==> src/kway_heap_merge_unit_assert.svh <==
// ----------------------------------------------------------------------------
// Assertion macros for the k-way heap merge unit
// Shared shorthand for the concurrent checks in the RTL modules.
// ----------------------------------------------------------------------------
`ifndef KWAY_HEAP_MERGE_UNIT_ASSERT_SVH
`define KWAY_HEAP_MERGE_UNIT_ASSERT_SVH

// Same-cycle implication, disabled while reset is high.
`define KWHM_ASSERT_IMPLIES(label, clk, rst, ante, cons, msg) \
   label: assert property (@(posedge clk) disable iff (rst) (ante) |-> (cons)) \
      else $error(msg);

// Next-cycle implication, disabled while reset is high.
`define KWHM_ASSERT_NEXT(label, clk, rst, ante, cons, msg) \
   label: assert property (@(posedge clk) disable iff (rst) (ante) |=> (cons)) \
      else $error(msg);

`endif

==> src/kwhm_pkg.sv <==
// ----------------------------------------------------------------------------
// kwhm_pkg
// Field widths, controller/datapath command and status types, heap order.
// ----------------------------------------------------------------------------
`default_nettype none

package kwhm_pkg;

   localparam int VALUE_W    = 32;
   localparam int WAY_OUT_W  = 4;
   localparam int WAYS_CFG_W = 5;
   localparam logic [WAYS_CFG_W-1:0] WAYS_RESET = 5'd10;

   // Commands from the controller, at most one high per cycle.
   typedef struct packed {
      logic load_wr;
      logic merge_start;
      logic pick;
      logic take;
      logic fetch;
      logic cmp;
      logic settle;
      logic emit;
   } cmd_type;

   // Status back from the datapath.
   typedef struct packed {
      logic load_last;
      logic merge_phase;
      logic has_child;
      logic descend;
      logic more_build;
      logic out_free;
   } status_type;

   // Strict heap order: an exhausted entry sits above every value, and two
   // exhausted entries are equal.
   function automatic logic below(input logic signed [VALUE_W-1:0] a_val,
                                  input logic a_exh,
                                  input logic signed [VALUE_W-1:0] b_val,
                                  input logic b_exh);
      return !a_exh && (b_exh || (a_val < b_val));
   endfunction

endpackage

`default_nettype wire

==> src/kwhm_if.sv <==
// ----------------------------------------------------------------------------
// kwhm channel interfaces
// Valid/ready channels for input words, result words and the way count.
// ----------------------------------------------------------------------------
`default_nettype none

interface kwhm_req_if;
   import kwhm_pkg::*;
   logic                      valid;
   logic                      ready;
   logic signed [VALUE_W-1:0] value;
   logic                      way_empty;
   modport source (output valid, value, way_empty, input ready);
   modport sink   (input valid, value, way_empty, output ready);
endinterface

interface kwhm_rsp_if;
   import kwhm_pkg::*;
   logic                      valid;
   logic                      ready;
   logic signed [VALUE_W-1:0] min_value;
   logic [WAY_OUT_W-1:0]      source_way;
   logic                      done_res;
   modport source (output valid, min_value, source_way, done_res, input ready);
   modport sink   (input valid, min_value, source_way, done_res, output ready);
endinterface

interface kwhm_csr_if;
   import kwhm_pkg::*;
   logic                  valid;
   logic                  ready;
   logic [WAYS_CFG_W-1:0] ways_in_use;
   modport source (output valid, ways_in_use, input ready);
   modport sink   (input valid, ways_in_use, output ready);
endinterface

`default_nettype wire

==> src/kwhm_ctrl.sv <==
// ----------------------------------------------------------------------------
// kwhm_ctrl
// Sequencer for load, heap build, sift-down and result hand-off.
// ----------------------------------------------------------------------------
`default_nettype none
`include "kway_heap_merge_unit_assert.svh"

module kwhm_ctrl (
   input  wire logic                clock,
   input  wire logic                reset,
   input  wire logic                req_valid,
   output logic                     req_ready,
   input  wire logic                abort,
   input  wire kwhm_pkg::status_type status,
   output kwhm_pkg::cmd_type        cmd
);
   import kwhm_pkg::*;

   localparam logic [2:0] S_IDLE  = 3'd0;
   localparam logic [2:0] S_PICK  = 3'd1;
   localparam logic [2:0] S_TAKE  = 3'd2;
   localparam logic [2:0] S_FETCH = 3'd3;
   localparam logic [2:0] S_CMP   = 3'd4;
   localparam logic [2:0] S_EMIT  = 3'd5;

   logic [2:0] state_ff;
   logic [2:0] state_in;
   logic [2:0] sift_exit;

   // Where a finished sift goes: the next build node, or the result.
   assign sift_exit = status.more_build ? S_PICK : S_EMIT;
   assign req_ready = (state_ff == S_IDLE);

   always_comb begin
      cmd      = '0;
      state_in = state_ff;
      unique case (state_ff)
         S_IDLE: begin
            if (req_valid) begin
               if (status.merge_phase) begin
                  cmd.merge_start = 1'b1;
                  state_in        = S_FETCH;
               end else begin
                  cmd.load_wr = 1'b1;
                  if (status.load_last) begin
                     state_in = S_PICK;
                  end
               end
            end
         end
         S_PICK: begin
            cmd.pick = 1'b1;
            state_in = S_TAKE;
         end
         S_TAKE: begin
            cmd.take = 1'b1;
            state_in = S_FETCH;
         end
         S_FETCH: begin
            if (status.has_child) begin
               cmd.fetch = 1'b1;
               state_in  = S_CMP;
            end else begin
               cmd.settle = 1'b1;
               state_in   = sift_exit;
            end
         end
         S_CMP: begin
            cmd.cmp  = 1'b1;
            state_in = status.descend ? S_FETCH : sift_exit;
         end
         S_EMIT: begin
            if (status.out_free) begin
               cmd.emit = 1'b1;
               state_in = S_IDLE;
            end
         end
         default: begin
            state_in = S_IDLE;
         end
      endcase
   end

   always_ff @(posedge clock) begin
      if (reset || abort) begin
         state_ff <= S_IDLE;
      end else begin
         state_ff <= state_in;
      end
   end

   `KWHM_ASSERT_NEXT(a_emit_waits, clock, reset, (state_ff == S_EMIT) && !status.out_free && !abort, state_ff == S_EMIT, "result dropped while output register busy")
   `KWHM_ASSERT_NEXT(a_merge_sifts, clock, reset, (state_ff == S_IDLE) && req_valid && status.merge_phase && !abort, state_ff == S_FETCH, "merge word did not start a sift")
   `KWHM_ASSERT_NEXT(a_load_stays, clock, reset, (state_ff == S_IDLE) && req_valid && !status.merge_phase && !status.load_last && !abort, state_ff == S_IDLE, "early load word left idle")

endmodule

`default_nettype wire

==> src/kwhm_datapath.sv <==
// ----------------------------------------------------------------------------
// kwhm_datapath
// Heap store, sift registers, counters, way count and the result register.
// ----------------------------------------------------------------------------
`default_nettype none
`include "kway_heap_merge_unit_assert.svh"

module kwhm_datapath #(
   parameter int MAX_WAYS = 16
) (
   input  wire logic                                  clock,
   input  wire logic                                  reset,
   input  wire kwhm_pkg::cmd_type                     cmd,
   output kwhm_pkg::status_type                       status,
   input  wire logic signed [kwhm_pkg::VALUE_W-1:0]   req_value,
   input  wire logic                                  req_way_empty,
   input  wire logic                                  csr_fire,
   input  wire logic [kwhm_pkg::WAYS_CFG_W-1:0]       csr_ways_in_use,
   input  wire logic                                  rsp_ready,
   output logic                                       rsp_valid,
   output logic signed [kwhm_pkg::VALUE_W-1:0]        rsp_min_value,
   output logic [kwhm_pkg::WAY_OUT_W-1:0]             rsp_source_way,
   output logic                                       rsp_done_res
);
   import kwhm_pkg::*;

   localparam int AW = $clog2(MAX_WAYS);
   localparam int NW = $clog2(MAX_WAYS + 1);
   localparam int CW = AW + 2;
   localparam int WW = (NW > WAYS_CFG_W) ? NW : WAYS_CFG_W;

   // Heap store; entry 0 (the root) lives in registers instead.
   logic signed [VALUE_W-1:0] mem_val [MAX_WAYS];
   logic [AW-1:0]             mem_way [MAX_WAYS];
   logic                      mem_exh [MAX_WAYS];

   logic [WAYS_CFG_W-1:0] ways_ff;
   logic [NW-1:0]         load_cnt_ff;
   logic [NW-1:0]         exh_cnt_ff;
   logic                  merge_ff;
   logic                  build_ff;
   logic [AW-1:0]         node_ff;
   logic [AW-1:0]         pos_ff;
   logic                  rsp_valid_ff;

   logic signed [VALUE_W-1:0] root_val_ff, cur_val_ff, rda_val_ff, rdb_val_ff;
   logic [AW-1:0]             root_way_ff, cur_way_ff, rda_way_ff, rdb_way_ff;
   logic                      root_exh_ff, cur_exh_ff, rda_exh_ff, rdb_exh_ff;
   logic signed [VALUE_W-1:0] out_val_ff;
   logic [WAY_OUT_W-1:0]      out_way_ff;
   logic                      out_done_ff;

   logic [NW-1:0]             n_eff;
   logic [NW-1:0]             load_pos;
   logic [NW-1:0]             load_next;
   logic [CW-1:0]             lchild;
   logic [CW-1:0]             rchild;
   logic                      has_child;
   logic                      r_ok;
   logic [AW-1:0]             rd_a_idx;
   logic [AW-1:0]             rd_b_idx;
   logic                      take_r;
   logic signed [VALUE_W-1:0] c_val;
   logic [AW-1:0]             c_way;
   logic                      c_exh;
   logic [AW-1:0]             c_idx;
   logic                      descend;
   logic                      sift_end;
   logic                      done_now;
   logic [31:0]               root_way_wide;

   logic                      wr_en;
   logic [AW-1:0]             wr_idx;
   logic signed [VALUE_W-1:0] wr_val;
   logic [AW-1:0]             wr_way;
   logic                      wr_exh;

   // Way count in force: zero acts as one, larger than the store acts as full.
   always_comb begin
      if (ways_ff == '0) begin
         n_eff = NW'(1);
      end else if (WW'(ways_ff) > WW'(MAX_WAYS)) begin
         n_eff = NW'(MAX_WAYS);
      end else begin
         n_eff = NW'(ways_ff);
      end
   end

   assign load_pos  = (load_cnt_ff >= n_eff) ? (n_eff - NW'(1)) : load_cnt_ff;
   assign load_next = load_pos + NW'(1);

   assign lchild    = (CW'(pos_ff) << 1) + CW'(1);
   assign rchild    = lchild + CW'(1);
   assign has_child = (lchild < CW'(n_eff));
   assign r_ok      = (rchild < CW'(n_eff));

   assign rd_a_idx = cmd.pick ? node_ff :
                     ((cmd.fetch && has_child) ? lchild[AW-1:0] : '0);
   assign rd_b_idx = r_ok ? rchild[AW-1:0] : '0;

   // Smaller child, left on ties, then whether it moves above the sifted entry.
   assign take_r  = r_ok && below(rdb_val_ff, rdb_exh_ff, rda_val_ff, rda_exh_ff);
   assign c_val   = take_r ? rdb_val_ff : rda_val_ff;
   assign c_way   = take_r ? rdb_way_ff : rda_way_ff;
   assign c_exh   = take_r ? rdb_exh_ff : rda_exh_ff;
   assign c_idx   = take_r ? rchild[AW-1:0] : lchild[AW-1:0];
   assign descend = below(c_val, c_exh, cur_val_ff, cur_exh_ff);

   assign sift_end = cmd.settle || (cmd.cmp && !descend);
   assign done_now = (exh_cnt_ff >= n_eff);

   always_comb begin
      wr_en  = 1'b0;
      wr_idx = pos_ff;
      wr_val = cur_val_ff;
      wr_way = cur_way_ff;
      wr_exh = cur_exh_ff;
      if (cmd.load_wr) begin
         wr_en  = 1'b1;
         wr_idx = load_pos[AW-1:0];
         wr_val = req_way_empty ? '0 : req_value;
         wr_way = load_pos[AW-1:0];
         wr_exh = req_way_empty;
      end else if (sift_end) begin
         wr_en = 1'b1;
      end else if (cmd.cmp) begin
         wr_en  = 1'b1;
         wr_val = c_val;
         wr_way = c_way;
         wr_exh = c_exh;
      end
   end

   always_ff @(posedge clock) begin
      if (wr_en && (wr_idx != '0)) begin
         mem_val[wr_idx] <= wr_val;
         mem_way[wr_idx] <= wr_way;
         mem_exh[wr_idx] <= wr_exh;
      end
      rda_val_ff <= mem_val[rd_a_idx];
      rda_way_ff <= mem_way[rd_a_idx];
      rda_exh_ff <= mem_exh[rd_a_idx];
      rdb_val_ff <= mem_val[rd_b_idx];
      rdb_way_ff <= mem_way[rd_b_idx];
      rdb_exh_ff <= mem_exh[rd_b_idx];
   end

   always_ff @(posedge clock) begin
      if (wr_en && (wr_idx == '0)) begin
         root_val_ff <= wr_val;
         root_way_ff <= wr_way;
         root_exh_ff <= wr_exh;
      end
      if (cmd.merge_start) begin
         cur_val_ff <= req_way_empty ? '0 : req_value;
         cur_way_ff <= root_way_ff;
         cur_exh_ff <= req_way_empty;
      end else if (cmd.take) begin
         cur_val_ff <= (node_ff == '0) ? root_val_ff : rda_val_ff;
         cur_way_ff <= (node_ff == '0) ? root_way_ff : rda_way_ff;
         cur_exh_ff <= (node_ff == '0) ? root_exh_ff : rda_exh_ff;
      end
      if (cmd.emit) begin
         out_val_ff  <= done_now ? '0 : root_val_ff;
         out_way_ff  <= done_now ? '0 : root_way_wide[WAY_OUT_W-1:0];
         out_done_ff <= done_now;
      end
   end

   always_ff @(posedge clock) begin
      if (reset) begin
         ways_ff      <= WAYS_RESET;
         load_cnt_ff  <= '0;
         exh_cnt_ff   <= '0;
         merge_ff     <= 1'b0;
         build_ff     <= 1'b0;
         node_ff      <= '0;
         pos_ff       <= '0;
         rsp_valid_ff <= 1'b0;
      end else begin
         if (cmd.emit) begin
            rsp_valid_ff <= 1'b1;
         end else if (rsp_valid_ff && rsp_ready) begin
            rsp_valid_ff <= 1'b0;
         end
         // A way-count write takes precedence over any command of the cycle.
         if (csr_fire) begin
            ways_ff     <= csr_ways_in_use;
            load_cnt_ff <= '0;
            exh_cnt_ff  <= '0;
            merge_ff    <= 1'b0;
            build_ff    <= 1'b0;
         end else begin
            if (cmd.load_wr) begin
               load_cnt_ff <= load_next;
               if (req_way_empty) begin
                  exh_cnt_ff <= exh_cnt_ff + NW'(1);
               end
               if (load_next == n_eff) begin
                  merge_ff <= 1'b1;
                  build_ff <= 1'b1;
                  node_ff  <= AW'((n_eff - NW'(1)) >> 1);
               end
            end
            if (cmd.merge_start) begin
               pos_ff <= '0;
               if (req_way_empty) begin
                  if (!root_exh_ff) begin
                     exh_cnt_ff <= exh_cnt_ff + NW'(1);
                  end
               end else if (root_exh_ff && (exh_cnt_ff != '0)) begin
                  exh_cnt_ff <= exh_cnt_ff - NW'(1);
               end
            end
            if (cmd.take) begin
               pos_ff <= node_ff;
            end
            if (cmd.cmp && descend) begin
               pos_ff <= c_idx;
            end
            if (sift_end) begin
               if (build_ff && (node_ff != '0)) begin
                  node_ff <= node_ff - AW'(1);
               end else begin
                  build_ff <= 1'b0;
               end
            end
            if (cmd.emit && done_now) begin
               load_cnt_ff <= '0;
               exh_cnt_ff  <= '0;
               merge_ff    <= 1'b0;
            end
         end
      end
   end

   assign root_way_wide = 32'(root_way_ff);

   assign status.load_last   = (load_next == n_eff);
   assign status.merge_phase = merge_ff;
   assign status.has_child   = has_child;
   assign status.descend     = descend;
   assign status.more_build  = build_ff && (node_ff != '0);
   assign status.out_free    = !rsp_valid_ff || rsp_ready;

   assign rsp_valid      = rsp_valid_ff;
   assign rsp_min_value  = out_val_ff;
   assign rsp_source_way = out_way_ff;
   assign rsp_done_res   = out_done_ff;

   `KWHM_ASSERT_IMPLIES(a_exh_bound, clock, reset, 1'b1, exh_cnt_ff <= n_eff,
      "exhausted count above way count")
   `KWHM_ASSERT_IMPLIES(a_wr_in_heap, clock, reset, wr_en, NW'(wr_idx) < n_eff,
      "heap write outside ways in use")

endmodule

`default_nettype wire

==> src/kway_heap_merge_unit.sv <==
// ----------------------------------------------------------------------------
// kway_heap_merge_unit
// Merges up to MAX_WAYS ascending runs into one ascending stream by a min-heap.
// ----------------------------------------------------------------------------
//
//   channel  dir  handshake        word contents
//   req_ch   in   valid / ready    value, way_empty
//   rsp_ch   out  valid / ready    min_value, source_way, done_res
//   csr_ch   in   valid / ready    ways_in_use (always ready)
//
// A load word is written into the heap as it is accepted. The last load
// word starts a bottom-up build: each node is read (pick, take), sinks one
// level per read of both children and compare with write-back, and stops
// with a settle write at a leaf or at a compare that keeps it above its
// children; then the minimum moves to the output register. A merge word is
// accepted in place of the root, sifted down in the same steps per heap level,
// settled at a leaf if it gets there, and emitted. The heap memory's single
// write port and two registered read ports set the pace of these steps.
// Reset is synchronous and active high; it sets ways_in_use to ten and
// returns to the load phase. A full output register stalls the block in its
// emit step only; a word is accepted again once the result has moved out.
// The heap store needs no clearing pass, since every entry in use is written
// during the load phase before it is read.
// ----------------------------------------------------------------------------
`default_nettype none

module kway_heap_merge_unit #(
   parameter int MAX_WAYS = 16
) (
   input wire logic  clock,
   input wire logic  reset,
   kwhm_req_if.sink  req_ch,
   kwhm_rsp_if.source rsp_ch,
   kwhm_csr_if.sink  csr_ch
);
   import kwhm_pkg::*;

   cmd_type    cmd;
   status_type status;
   logic       csr_fire;

   // A way-count write is always taken and also abandons any merge.
   assign csr_ch.ready = 1'b1;
   assign csr_fire     = csr_ch.valid;

   // The sequencer decides what happens each cycle; the datapath holds the
   // heap, the entry being sifted and the counters.
   kwhm_ctrl u_ctrl (
      .clock     (clock),
      .reset     (reset),
      .req_valid (req_ch.valid),
      .req_ready (req_ch.ready),
      .abort     (csr_fire),
      .status    (status),
      .cmd       (cmd)
   );

   kwhm_datapath #(
      .MAX_WAYS (MAX_WAYS)
   ) u_datapath (
      .clock           (clock),
      .reset           (reset),
      .cmd             (cmd),
      .status          (status),
      .req_value       (req_ch.value),
      .req_way_empty   (req_ch.way_empty),
      .csr_fire        (csr_fire),
      .csr_ways_in_use (csr_ch.ways_in_use),
      .rsp_ready       (rsp_ch.ready),
      .rsp_valid       (rsp_ch.valid),
      .rsp_min_value   (rsp_ch.min_value),
      .rsp_source_way  (rsp_ch.source_way),
      .rsp_done_res    (rsp_ch.done_res)
   );

endmodule

`default_nettype wire

==> src/flat_wrapper.sv <==
// flat-port wrapper written by rule: the top's interface ports become plain ports
module kway_heap_merge_unit_flat import kwhm_pkg::*;
#(
   parameter int MAX_WAYS = 16
)
  (clock, reset, req_ch_valid, req_ch_value, req_ch_way_empty, req_ch_ready, rsp_ch_valid, rsp_ch_min_value, rsp_ch_source_way, rsp_ch_done_res, rsp_ch_ready, csr_ch_valid, csr_ch_ways_in_use, csr_ch_ready);
  kwhm_req_if req_ch_i ();
  kwhm_rsp_if rsp_ch_i ();
  kwhm_csr_if csr_ch_i ();
  input wire logic clock;
  input wire logic reset;
  input wire logic [$bits(req_ch_i.valid)-1:0] req_ch_valid;
  input wire logic [$bits(req_ch_i.value)-1:0] req_ch_value;
  input wire logic [$bits(req_ch_i.way_empty)-1:0] req_ch_way_empty;
  output wire logic [$bits(req_ch_i.ready)-1:0] req_ch_ready;
  output wire logic [$bits(rsp_ch_i.valid)-1:0] rsp_ch_valid;
  output wire logic [$bits(rsp_ch_i.min_value)-1:0] rsp_ch_min_value;
  output wire logic [$bits(rsp_ch_i.source_way)-1:0] rsp_ch_source_way;
  output wire logic [$bits(rsp_ch_i.done_res)-1:0] rsp_ch_done_res;
  input wire logic [$bits(rsp_ch_i.ready)-1:0] rsp_ch_ready;
  input wire logic [$bits(csr_ch_i.valid)-1:0] csr_ch_valid;
  input wire logic [$bits(csr_ch_i.ways_in_use)-1:0] csr_ch_ways_in_use;
  output wire logic [$bits(csr_ch_i.ready)-1:0] csr_ch_ready;
  assign req_ch_i.valid = req_ch_valid;
  assign req_ch_i.value = req_ch_value;
  assign req_ch_i.way_empty = req_ch_way_empty;
  assign req_ch_ready = req_ch_i.ready;
  assign rsp_ch_valid = rsp_ch_i.valid;
  assign rsp_ch_min_value = rsp_ch_i.min_value;
  assign rsp_ch_source_way = rsp_ch_i.source_way;
  assign rsp_ch_done_res = rsp_ch_i.done_res;
  assign rsp_ch_i.ready = rsp_ch_ready;
  assign csr_ch_i.valid = csr_ch_valid;
  assign csr_ch_i.ways_in_use = csr_ch_ways_in_use;
  assign csr_ch_ready = csr_ch_i.ready;
  kway_heap_merge_unit #(.MAX_WAYS(MAX_WAYS)) u_core (.clock(clock), .reset(reset), .req_ch(req_ch_i), .rsp_ch(rsp_ch_i), .csr_ch(csr_ch_i));
endmodule
==> config.mk <==
export PLATFORM = sky130hd
export DESIGN_NAME = kway_heap_merge_unit_flat
export DESIGN_NICKNAME = d
export VERILOG_FILES = /design/src/kwhm_pkg.sv /design/src/kwhm_if.sv /design/src/kwhm_ctrl.sv /design/src/kwhm_datapath.sv /design/src/kway_heap_merge_unit.sv /design/src/flat_wrapper.sv
export VERILOG_INCLUDE_DIRS = /design/src /design/src/src
export SDC_FILE = /design/constraint.sdc
export NUM_CORES = 1
export LEC_CHECK = 0
export ABC_AREA = 0
export BUFFER_PORTS_ARGS = -buffer_cell sky130_fd_sc_hd__buf_2
export CORE_ASPECT_RATIO = 1.5
export CORE_UTILIZATION = 35
export CTS_BUF_LIST = sky130_fd_sc_hd__clkbuf_8
export CTS_CLUSTER_SIZE = 28
export DETAILED_ROUTE_END_ITERATION = 7
export SETUP_SLACK_MARGIN = 0.2
export SYNTH_ARGS = -nofsm -noshare
export SYNTH_HDL_FRONTEND = slang
export SYNTH_SLANG_ARGS = --single-unit
==> constraint.sdc <==
create_clock -name clock -period 17.7 [get_ports clock]
set_input_delay 5.31 -clock clock [delete_from_list [all_inputs] [get_ports clock]]
set_output_delay 5.31 -clock clock [all_outputs]
set_load 0.01 [all_outputs]
# After elaboration in Yosys (flattened, before gate mapping)
# Memories as Yosys holds them, arrays and structs flattened. A register that Yosys moved wholly into a read port is not among the register bits.
# Cells that the tools add are included.
[totals] regBits=140 ram_bits=592 in_bits=43 out_inout_bits=40 memories=3
[op_classes] n_addsub=7 n_lt_le_gt_ge=7 n_eq_ne=9 muxes=75 bitwise=1 reduce_logical=36
[mem_list] memory="u_core.u_datapath.mem_val" depth=16 word_bits=32 read_ports=2 rd_ports_with_merged_regs=2 wr=1 line="kwhm_datapath.sv:33" text="logic signed [VALUE_W-1:0] mem_val [MAX_WAYS];"
[mem_list] memory="u_core.u_datapath.mem_way" depth=16 word_bits=4 read_ports=2 rd_ports_with_merged_regs=2 wr=1 line="kwhm_datapath.sv:34" text="logic [AW-1:0] mem_way [MAX_WAYS];"
[mem_list] memory="u_core.u_datapath.mem_exh" depth=16 word_bits=1 read_ports=2 rd_ports_with_merged_regs=2 wr=1 line="kwhm_datapath.sv:35" text="logic mem_exh [MAX_WAYS];"
[op_table] operator="two-way mux 32 bit" n=8
[op_table] operator="two-way mux 4 bit" n=19
[op_table] operator="less-than comparator 32 bit" n=2
[op_table] operator="two-way mux 5 bit" n=9
[op_table] operator="two-way mux 1 bit" n=29
[op_table] operator="two-way mux 3 bit" n=7
[op_table] operator="one-hot mux 3 bit (6 select lines)" n=1
[op_table] operator="logical AND 1 bit" n=12
[op_table] operator="less-than comparator 6 x 5 -> 1 bit" n=2
[op_table] operator="adder 5 x 1 -> 5 bit (second input constant)" n=2
[op_table] operator="greater-or-equal comparator 5 bit" n=2
[op_table] operator="subtractor 5 x 1 -> 5 bit (second input constant)" n=2
[op_table] operator="zero test 4 bit" n=2
[op_table] operator="nonzero test 4 bit" n=2
[op_table] operator="adder 5 x 1 -> 6 bit (second input constant)" n=1
[op_table] operator="adder 6 x 1 -> 6 bit (second input constant)" n=1
[op_table] operator="== test 3 x 2 -> 1 bit (second input constant)" n=2
[op_table] operator="== test 3 bit (second input constant)" n=2
[op_table] operator="== test 5 bit" n=1
[op_table] operator="greater-than comparator 5 bit (second input constant)" n=1
[op_table] operator="zero test 5 bit" n=1
[op_table] operator="logical OR 1 bit" n=5
[op_table] operator="nonzero test 5 bit" n=1
[op_table] operator="zero test 1 bit" n=4
[op_table] operator="14 further kinds" n=17

# Depth between registers and ports, before layout
# Gate-level depths: netlist (run 1).
[logic_depth] depth_word=17 depth_mapped=24 depth_no_buf=20

# Modules after synthesis
# A second synthesis (run 1) with hierarchy kept.
[hier_totals] cells_unflattened=3561 area_unflattened_um2=37693.7
[modules_own_cells] module="kwhm_datapath" n_inst=1 cells_each=3523 area_each_um2=37418.4 seq_area_each_um2=23112.2
[modules_own_cells] module="kwhm_ctrl" n_inst=1 cells_each=36 area_each_um2=264.0 seq_area_each_um2=60.1
[modules_own_cells] module="kway_heap_merge_unit" n_inst=1 cells_each=2 area_each_um2=11.3 seq_area_each_um2=0.0

# Least setup slack after synthesis (run 1)
# Ideal clock, no wire load.
[synth_path] kind="input-to-reg" startpoint="in req_ch_valid" endpoint="mem u_core.u_datapath.mem_exh[15], enable pin" setup_ns=0.485 arrival_ns=9.147 required_time_ns=17.215 slack_ns=8.068 path_stages=6 n_path_buf=1 cell_sequence="nand2_1 nor2_1 clkbuf_1 mux2i_1 nor3_1 nor3b_1"
[synth_between] elab_chain_cells=7
[synth_lines] item="from (decl)" line="flat_wrapper.sv:12" text="input wire logic [$bits(req_ch_i.valid)-1:0] req_ch_valid;"
[synth_lines] item="two-way mux 2 bit *" line="kwhm_ctrl.sv:39" text="if (req_valid) begin"
[synth_lines] item="two-way mux 2 bit *" line="kwhm_ctrl.sv:37" text="unique case (state_ff)"
[synth_lines] item="two-way mux 4 bit" line="kwhm_datapath.sv:118" text="if (cmd.load_wr) begin"
[synth_lines] item="nonzero test 4 bit" line="kwhm_datapath.sv:135" text="if (wr_en && (wr_idx != '0)) begin"
[synth_lines] item="logical AND 1 bit" line="kwhm_datapath.sv:135"
[synth_lines] item="two-way mux 1 bit" line="kwhm_datapath.sv:135"
[synth_lines] item="two-way mux 1 bit (not written as such)" line="kwhm_datapath.sv:138" text="mem_exh[wr_idx] <= wr_exh;"
[synth_lines] item="to (decl)" line="kwhm_datapath.sv:35"
# Mark *: on every way between the ends. The rest lies on a longest branch, timed or not.

# Worst setup path after layout (run 1)
[layout_path] startpoint="reg u_core.u_datapath.rda_val_ff[31], read port of u_core.u_datapath.mem_val" endpoint="mem u_core.u_datapath.mem_val[0][4], data pin"
[layout_between] elab_chain_cells=13
[layout_lines] item="from (decl)" line="kwhm_datapath.sv:46" text="logic signed [VALUE_W-1:0] root_val_ff, cur_val_ff, rda_val_ff, rdb_val_ff;"
[layout_lines] item="less-than comparator 32 bit" line="kwhm_pkg.sv:42" text="return !a_exh && (b_exh || (a_val < b_val));"
[layout_lines] item="logical OR 1 bit" line="kwhm_pkg.sv:42"
[layout_lines] item="logical AND 1 bit" line="kwhm_pkg.sv:42"
[layout_lines] item="logical AND 1 bit" line="kwhm_datapath.sv:102" text="assign take_r = r_ok && below(rdb_val_ff, rdb_exh_ff, rda_val_ff, rda_exh_ff);"
[layout_lines] item="two-way mux 32 bit" line="kwhm_datapath.sv:103" text="assign c_val = take_r ? rdb_val_ff : rda_val_ff;"
[layout_lines] item="less-than comparator 32 bit" line="kwhm_pkg.sv:42"
[layout_lines] item="logical OR 1 bit" line="kwhm_pkg.sv:42"
[layout_lines] item="logical AND 1 bit" line="kwhm_pkg.sv:42"
[layout_lines] item="zero test 1 bit" line="kwhm_datapath.sv:109" text="assign sift_end = cmd.settle || (cmd.cmp && !descend);"
[layout_lines] item="logical AND 1 bit" line="kwhm_datapath.sv:109"
[layout_lines] item="logical OR 1 bit" line="kwhm_datapath.sv:109"
[layout_lines] item="two-way mux 32 bit *" line="kwhm_datapath.sv:124" text="end else if (sift_end) begin"
[layout_lines] item="two-way mux 32 bit *" line="kwhm_datapath.sv:118"
[layout_lines] item="net u_core.u_datapath.wr_val[4]" line="kwhm_datapath.sv:74" text="logic signed [VALUE_W-1:0] wr_val;"
[layout_lines] item="to (decl)" line="kwhm_datapath.sv:33"
# The timed path passes the listed nets; every way through them passes the cells marked *.

==> results of run 1 <==
==> sequential cells by signal, indices dropped and copies added, names as in the netlist, 3 cells and up, named ones only <==
register and cells:
u_core.u_datapath.mem_val 512, u_core.u_datapath.mem_way 64, u_core.u_datapath.cur_val_ff 32, u_core.u_datapath.rda_val_ff 32
u_core.u_datapath.rdb_val_ff 32, u_core.u_datapath.root_val_ff 32, u_core.u_datapath.rsp_min_value 32, u_core.u_datapath.mem_exh 16
u_core.u_datapath.exh_cnt_ff 5, u_core.u_datapath.load_cnt_ff 5, u_core.u_datapath.ways_ff 5, u_core.u_datapath.cur_way_ff 4
u_core.u_datapath.node_ff 4, u_core.u_datapath.pos_ff 4, u_core.u_datapath.rda_way_ff 4, u_core.u_datapath.rdb_way_ff 4
u_core.u_datapath.root_way_ff 4, u_core.u_datapath.rsp_source_way 4, u_core.u_ctrl.state_ff 3
==> power by group through the flow <==
stage	Combinational, W	Clock [W]	Sequential [W]
after global routing	0.000422	0.00156	0.00218
after detailed placement	0.000382	0	0.00221
after global placement	0.000377	0	0.00221
after CTS	0.000383	0.00148	0.00217
after floorplan	0.000247	0	0.00220
final	0.000382	0.00145	0.00217
==> synth_stat cells (all sizes together), types with 6 or more instances <==
library cell / n / area share (%)
a211oi: 196 / 3.9
inv: 89 / 0.89
clkbuf: 229 / 2.3
nand2: 672 / 6.7
nor3: 18 / 0.27
ha: 86 / 2.9
mux2i: 46 / 1.2
nor4: 6 / 0.14
dfxtp: 103 / 5.5
nor2: 138 / 1.4
or3: 8 / 0.13
and3: 157 / 2.6
edfxtp: 703 / 56
a31oi: 84 / 1.5
nand3: 134 / 1.8
xnor2: 10 / 0.23
nor2b: 43 / 0.72
a21oi: 190 / 2.5
mux2: 44 / 1.3
a311oi: 76 / 1.8
nand4: 10 / 0.17
o22ai: 39 / 0.65
o21ai: 133 / 1.8
and2: 39 / 0.65
o31ai: 8 / 0.19
buf: 22 / 0.36
nand2b: 16 / 0.27
==> cell families after synthesis <==
kind of cell	after synthesis	synth area share, %
other	2	0.0200
AND/OR/NAND/NOR	1261	15.3
XOR/XNOR	15	0.351
AO/OA/AOI/OAI	777	13.5
flip-flops	806	61.8
buffers and inverters	340	3.54
multiplexers	90	2.55
adder cells (fa/ha/maj)	86	2.87
==> per-layer routing <==
layer | share of wire, % | vias up
li1 | - | 12571
met1 | 40 | 13286
met2 | 50 | 1021
met3 | 6.9 | 228
met4 | 3.9 | 2
met5 | 0.012 | -
==> worst max path at each step <==
| stage | slack, ns | end |
|---|---|---|
| 2_1_floorplan | 8.07 | u_core.u_datapath.mem_exh[15] |
| 3_3_place_gp | 9.07 | u_core.u_datapath.mem_val[2][7] |
| 3_5_place_dp | 8.93 | u_core.u_datapath.mem_val[2][8] |
| 4_1_cts | 9.21 | u_core.u_datapath.mem_val[14][26] |
| 5_1_grt | 8.86 | u_core.u_datapath.mem_val[14][4] |
| 6_report | 9.25 | u_core.u_datapath.mem_val[0][4] |
==> critical path: stages, from the launching register on <==
cell      delay, ns
dfxtp_1        0.32
inv_1          0.06
ha_1           0.40
nand4_1        0.17
nor4_1         0.60
nand2_1        0.35
a31oi_1        0.67
a22oi_1        0.22
nand2_2        0.09
buf_4          0.51
mux2_2         0.42
ha_1           0.40
nand4_1        0.18
nor4_1         0.66
nand3_1        0.28
o211ai_1       0.30
a221o_1        0.21
nand2_1        0.11
nor3_4         0.16
buf_4          0.67
mux2i_1        0.16
o21ai_1        1.05
==> through the flow <==
step | util [%] | setup slack (ns) | std cells | power [W] | instance area [um^2]
after detailed placement | 37.4 | 8.93 | 4715 | 0.00259 | 39600
after global placement | 37.4 | 9.07 | 4715 | 0.00259 | 39600
after CTS | 39.4 | 9.21 | 4919 | 0.00404 | 41800
after global routing | 39.4 | 8.86 | 4920 | 0.00415 | 41800
after floorplan | - | 8.07 | 3413 | 0.00244 | 37600
final | 39.5 | 9.25 | 4922 | 0.00401 | 41800
==> final cells by class <==
type	count	area (um^2)	area share, %
diodes	3	7.51	0.0180
clock buffers	119	1640	3.92
clock inverters	85	571	1.36
inverters	89	334	0.799
multi-input cells	2267	13400	32.0
flip-flops and latches	806	23200	55.4
well taps	1406	1760	4.21
repair buffers	147	951	2.27
==> results.sh, run 1 <==
export IMPL_end_kind="flip-flop"
export IMPL_max_clock_freq_mhz=118
export IMPL_hold_viol=0
export IMPL_max_slew_margin_pct=9.69
export IMPL_synth_distinct_cells=74
export IMPL_drc=0
export IMPL_setup_viol=0
export IMPL_path_clk_slew_ns=0.07
export IMPL_cts_buffer_depth=3
export IMPL_status="complete, no violations"
export IMPL_ys_seq_area_share_pct=61.8
export IMPL_coreArea_um2=106000
export IMPL_viasPerCell=5.51
export IMPL_seqPwrFrac_pct=54.2
export IMPL_clock_power_share_pct=36.3
export IMPL_drv_slew=0
export IMPL_powerDensity_nw_per_um2=95.8
export IMPL_cts_tree="built"
export IMPL_period_share_pct=47.7
export IMPL_fin_nets=3549
export IMPL_p_int_w=0.00300
export IMPL_grtUsageMet2_pct=35.0
export IMPL_grt_max_degree=171
export IMPL_cts_htree_levels=3
export IMPL_fin_skew_ns=0.0387
export IMPL_min_to="u_core.u_datapath.load_cnt_ff[4]"
export IMPL_insertion_delay_ns=0.79
export IMPL_met3_usage_pct=2.81
export IMPL_cts_sinks=806
export IMPL_rsz0062_at_grt="no"
export IMPL_dp_hpwl_um=61600
export IMPL_synth_cell_area_um2=37500
export IMPL_drive_gt1_share_pct=11.3
export IMPL_start_kind="flip-flop"
export IMPL_grt_pass1_wl_um=164000
export IMPL_drt_iter0_drc=2447
export IMPL_gp_congestion=0.870
export IMPL_fillCellCount=10205
export IMPL_final_min_clock_period_ns=8.45
export IMPL_io_pins=83
export IMPL_cts_buffers=109
export IMPL_vdd_drop_max_mv=0.0928
export IMPL_totalWireLength_um=110000
export IMPL_r2r_start="u_core.u_datapath.rda_val_ff[31]"
export IMPL_drv_cap=0
export IMPL_ys_ff_latch=806
export IMPL_synth_edf_count=703
export IMPL_p_sw_w=0.00100
export IMPL_grt_pass1_vias=26765
export IMPL_r2r_slack_ns=9.25
export IMPL_cellLeakagePower_nw=15.1
export IMPL_syn_inst=3377
export IMPL_antenna_found_initial=6
export IMPL_crit_start="u_core.u_datapath.rda_val_ff[31]"
export IMPL_routedWlPerCell_um=22.4
export IMPL_cp_arrival_ns=8.84
export IMPL_holdCritStartpoint="u_core.u_datapath.load_cnt_ff[4]"
export IMPL_power_switching_share_pct=25.1
export IMPL_worstSetupPathType="flip-flop to flip-flop"
export IMPL_synth_ff_type="edfxtp_1"
export IMPL_syn_avg_cell_area_um2=11.1
export IMPL_grt_total_usage_pct=20.1
export IMPL_post_cts_setup_buffers=0
export IMPL_rows=146
export IMPL_die_area_um2=108000
export IMPL_setup_tns_final_ns=0
export IMPL_whs_ns=0.502
export IMPL_cts_root_buffer="clkbuf_8"
export IMPL_firstDrtPassIters=7
export IMPL_most_common_layout_cells="edfxtp_1, nand2_1, a211oi_1"
export IMPL_portBuffers=81
export IMPL_cts_hold_buf=0
export IMPL_antenna_left=0
export IMPL_holdPathStages=2
export IMPL_hp_class="flip-flop to flip-flop"
export IMPL_r2r_cells=21
export IMPL_vias=27108
export IMPL_die_h_um=403
export IMPL_timing_rr_end="u_core.u_datapath.mem_val[0][4]"
export IMPL_yosysWarnings=0
export IMPL_grt_use_met1_pct=24.5
export IMPL_grt_overflow=0
export IMPL_worstPathMaxFanout=43
export IMPL_worst_pin_slew_ns=1.35
export IMPL_area_growth_pct=11.5
export IMPL_async_flop_share_pct=0
export IMPL_ctsResizeCount=0
export IMPL_final_common_cell="edfxtp_1"
export IMPL_pwr_share_comb_pct=9.5
export IMPL_die_w_um=269
export IMPL_initial_core_util_pct=35.4
export IMPL_cp_required_ns=18.09
export IMPL_grt_busiest_layer="met2"
Power figures use the tool's default switching activity.
==> run 2, diff against run 1 <==
clock period = 8.6 ns   (was 17.7 ns; I/O delays follow)
==> run 2 against run 1 <==
Net effect:
- clock power rose by 120%
- die area did not move
- global-route usage rose by 1.5 points
- design area rose by 0.39%
- sequential share of layout area fell by 0.22 points
- sequential cell count did not move
- non-clock buffer count fell by 4
- routed wire length rose by 7.8%
- register-to-register slack got worse by 8.1 ns
- worst setup slack got worse by 8.1 ns
- maximum frequency rose by 13%
- critical path depth did not move
- critical path type unchanged
==> results.sh, run 2 (synthesized netlist as in run 1, its figures left out) <==
export IMPL_status="complete, no violations"
export IMPL_antenna_left=0
export IMPL_cts_buffer_depth=3
export IMPL_finalInstanceArea_um2=42000
export IMPL_end_kind="flip-flop"
export IMPL_grt_pass1_wl_um=175000
export IMPL_grt_overflow=0
export IMPL_viasPerCell=5.66
export IMPL_ctsResizeCount=0
export IMPL_power_switching_share_pct=25.5
export IMPL_grt_total_usage_pct=21.5
export IMPL_die_h_um=403
export IMPL_grt_pass1_vias=27155
export IMPL_multi_input_area_um2=13400
export IMPL_r2r_start="u_core.u_datapath.pos_ff[0]"
export IMPL_route_top_layer_used="met5"
export IMPL_r2r_slack_ns=1.15
export IMPL_cellLeakagePower_nw=15.1
export IMPL_cts_sinks=806
export IMPL_cts_root_buffer="clkbuf_8"
export IMPL_rows=146
export IMPL_drt_iter0_drc=2714
export IMPL_setup_tns_final_ns=0
export IMPL_dr_wl_met3_um=8200
export IMPL_area_growth_pct=12.0
export IMPL_timing_rr_end="u_core.u_datapath.mem_val[1][7]"
export IMPL_largest_reg_flops=512
export IMPL_setup_viol=0
export IMPL_worstPathMaxFanout=43
export IMPL_coreArea_um2=106000
export IMPL_routedWlPerCell_um=24.2
export IMPL_min_to="u_core.u_datapath.load_cnt_ff[4]"
export IMPL_drv_cap=0
export IMPL_worstSetupPathType="flip-flop to flip-flop"
export IMPL_path_clk_slew_ns=0.07
export IMPL_portBuffers=81
export IMPL_die_area_um2=108000
export IMPL_cp_required_ns=9.00
export IMPL_powerDensity_nw_per_um2=200
export IMPL_rsz0062_at_grt="no"
export IMPL_fin_skew_ns=0.0371
export IMPL_final_cells=4912
export IMPL_gp_congestion=0.888
export IMPL_vdd_drop_max_mv=0.115
export IMPL_dp_cells=4711
export IMPL_routed_wl_met2_um=59300
export IMPL_drc=0
export IMPL_holdPathStages=2
export IMPL_antenna_found_initial=4
export IMPL_firstDrtPassIters=8
export IMPL_max_clock_freq_mhz=134
export IMPL_cts_hold_buf=0
export IMPL_m1WireLength_um=45500
export IMPL_cp_arrival_ns=7.85
export IMPL_insertion_delay_ns=0.80
export IMPL_vias=27807
export IMPL_post_cts_setup_buffers=0
export IMPL_p_int_w=0.00625
export IMPL_final_common_cell="edfxtp_1"
export IMPL_initial_core_util_pct=35.4
export IMPL_io_pins=83
export IMPL_cts_tree="built"
export IMPL_largest_register="u_core.u_datapath.mem_val"
export IMPL_drive_gt1_share_pct=11.6
export IMPL_period_share_pct=86.6
export IMPL_cts_htree_levels=3
export IMPL_seq_area_um2=23200
export IMPL_r2r_cells=21
export IMPL_clock_power_share_pct=37.2
export IMPL_max_slew_margin_pct=16.5
export IMPL_totalWireLength_um=119000
export IMPL_holdCritStartpoint="u_core.u_datapath.load_cnt_ff[4]"
export IMPL_final_min_clock_period_ns=7.45
export IMPL_dp_hpwl_um=66500
export IMPL_hold_viol=0
export IMPL_die_w_um=269
export IMPL_start_kind="flip-flop"
export IMPL_pwr_share_comb_pct=9.5
export IMPL_biggestRegsByFlops="u_core.u_datapath.mem_val: 512 flops, u_core.u_datapath.mem_way: 64 flops"
export IMPL_most_common_layout_cells="edfxtp_1, nand2_1, a211oi_1"
export IMPL_worst_pin_slew_ns=1.25
export IMPL_dpl_cell_area_um2=39700
export IMPL_grt_max_degree=169
export IMPL_seqPwrFrac_pct=53.3
export IMPL_p_sw_w=0.00214
export IMPL_cts_buffers=108
export IMPL_drv_slew=0
export IMPL_fillCellCount=10166
export IMPL_fin_nets=3544
export IMPL_hp_class="flip-flop to flip-flop"
## run 2: cell types whose count changed in the layout (fill, tap and decap cells not counted), moves of 4 or more
cell / delta
inv_1: -21
buf_4: -13
buf_12: +9
clkinv_4: +5
clkinvlp_4: +4
## run 2: routing by layer
metal,track usage [%],vias up
li1,-,12559
met1,25.4,13673
met2,37.9,1256
met3,3.05,317
met4,11.1,2
met5,0,-
## run 2: power by group through the flow
stage	combinational, W	clock (W)	sequential (W)
final	0.000801	0.00312	0.00447
after global routing	0.000872	0.00330	0.00448
after CTS	0.000797	0.00316	0.00447
after detailed placement	0.000792	0	0.00456
after global placement	0.000785	0	0.00456
after floorplan	0.000509	0	0.00452
## run 2: worst max path at each step
stage	startpoint	to	slack (ns)	depth (start not counted)
after floorplan	req_ch_valid	u_core.u_datapath.mem_exh[15]	1.70	6
after detailed placement	u_core.u_datapath.pos_ff[0]	u_core.u_datapath.mem_val[3][7]	1.16	21
after global placement	u_core.u_datapath.pos_ff[0]	u_core.u_datapath.mem_val[2][7]	1.40	21
after CTS	u_core.u_datapath.pos_ff[0]	u_core.u_datapath.mem_val[1][7]	1.14	21
final	u_core.u_datapath.pos_ff[0]	u_core.u_datapath.mem_val[1][7]	1.15	21
after global routing	u_core.u_datapath.pos_ff[0]	u_core.u_datapath.mem_val[13][16]	0.76	21
## run 2: critical path, cell delays in order, from the launching register on
cell and delay [ns]:
dfxtp_4 0.53, ha_1 0.30, xnor2_1 0.21, inv_1 0.08, ha_1 0.21, or3_1 0.38
a31oi_4 0.18, o211a_4 0.21, a21boi_0 0.34, nand2_2 0.43, mux2_2 0.42, ha_1 0.41
nand4_1 0.19, nor4_1 0.62, nand3_1 0.29, o211ai_1 0.28, a221o_1 0.20, nand2_1 0.12
nor3_4 0.22, buf_12 0.36, mux2i_1 0.15, o21ai_1 0.93
## run 2: per-stage QoR
stage	worst slack [ns]	power (W)	hold slack (ns)	utilization, %
after floorplan	1.70	0.00503	0.465	-
after global routing	0.762	0.00865	0.523	39.6
after global placement	1.40	0.00534	0.490	37.4
after CTS	1.14	0.00843	0.517	39.6
after detailed placement	1.16	0.00535	0.508	37.4
final	1.15	0.00839	0.520	39.6
## run 2: layout make-up
cell class	count	area share, %
clock inverters	81	1.57
well taps	1406	4.19
diodes	1	0.00596
repair buffers	143	2.46
inverters	89	0.796
clock buffers	119	3.90
multi-input cells	2267	31.8
flip-flops and latches	806	55.2
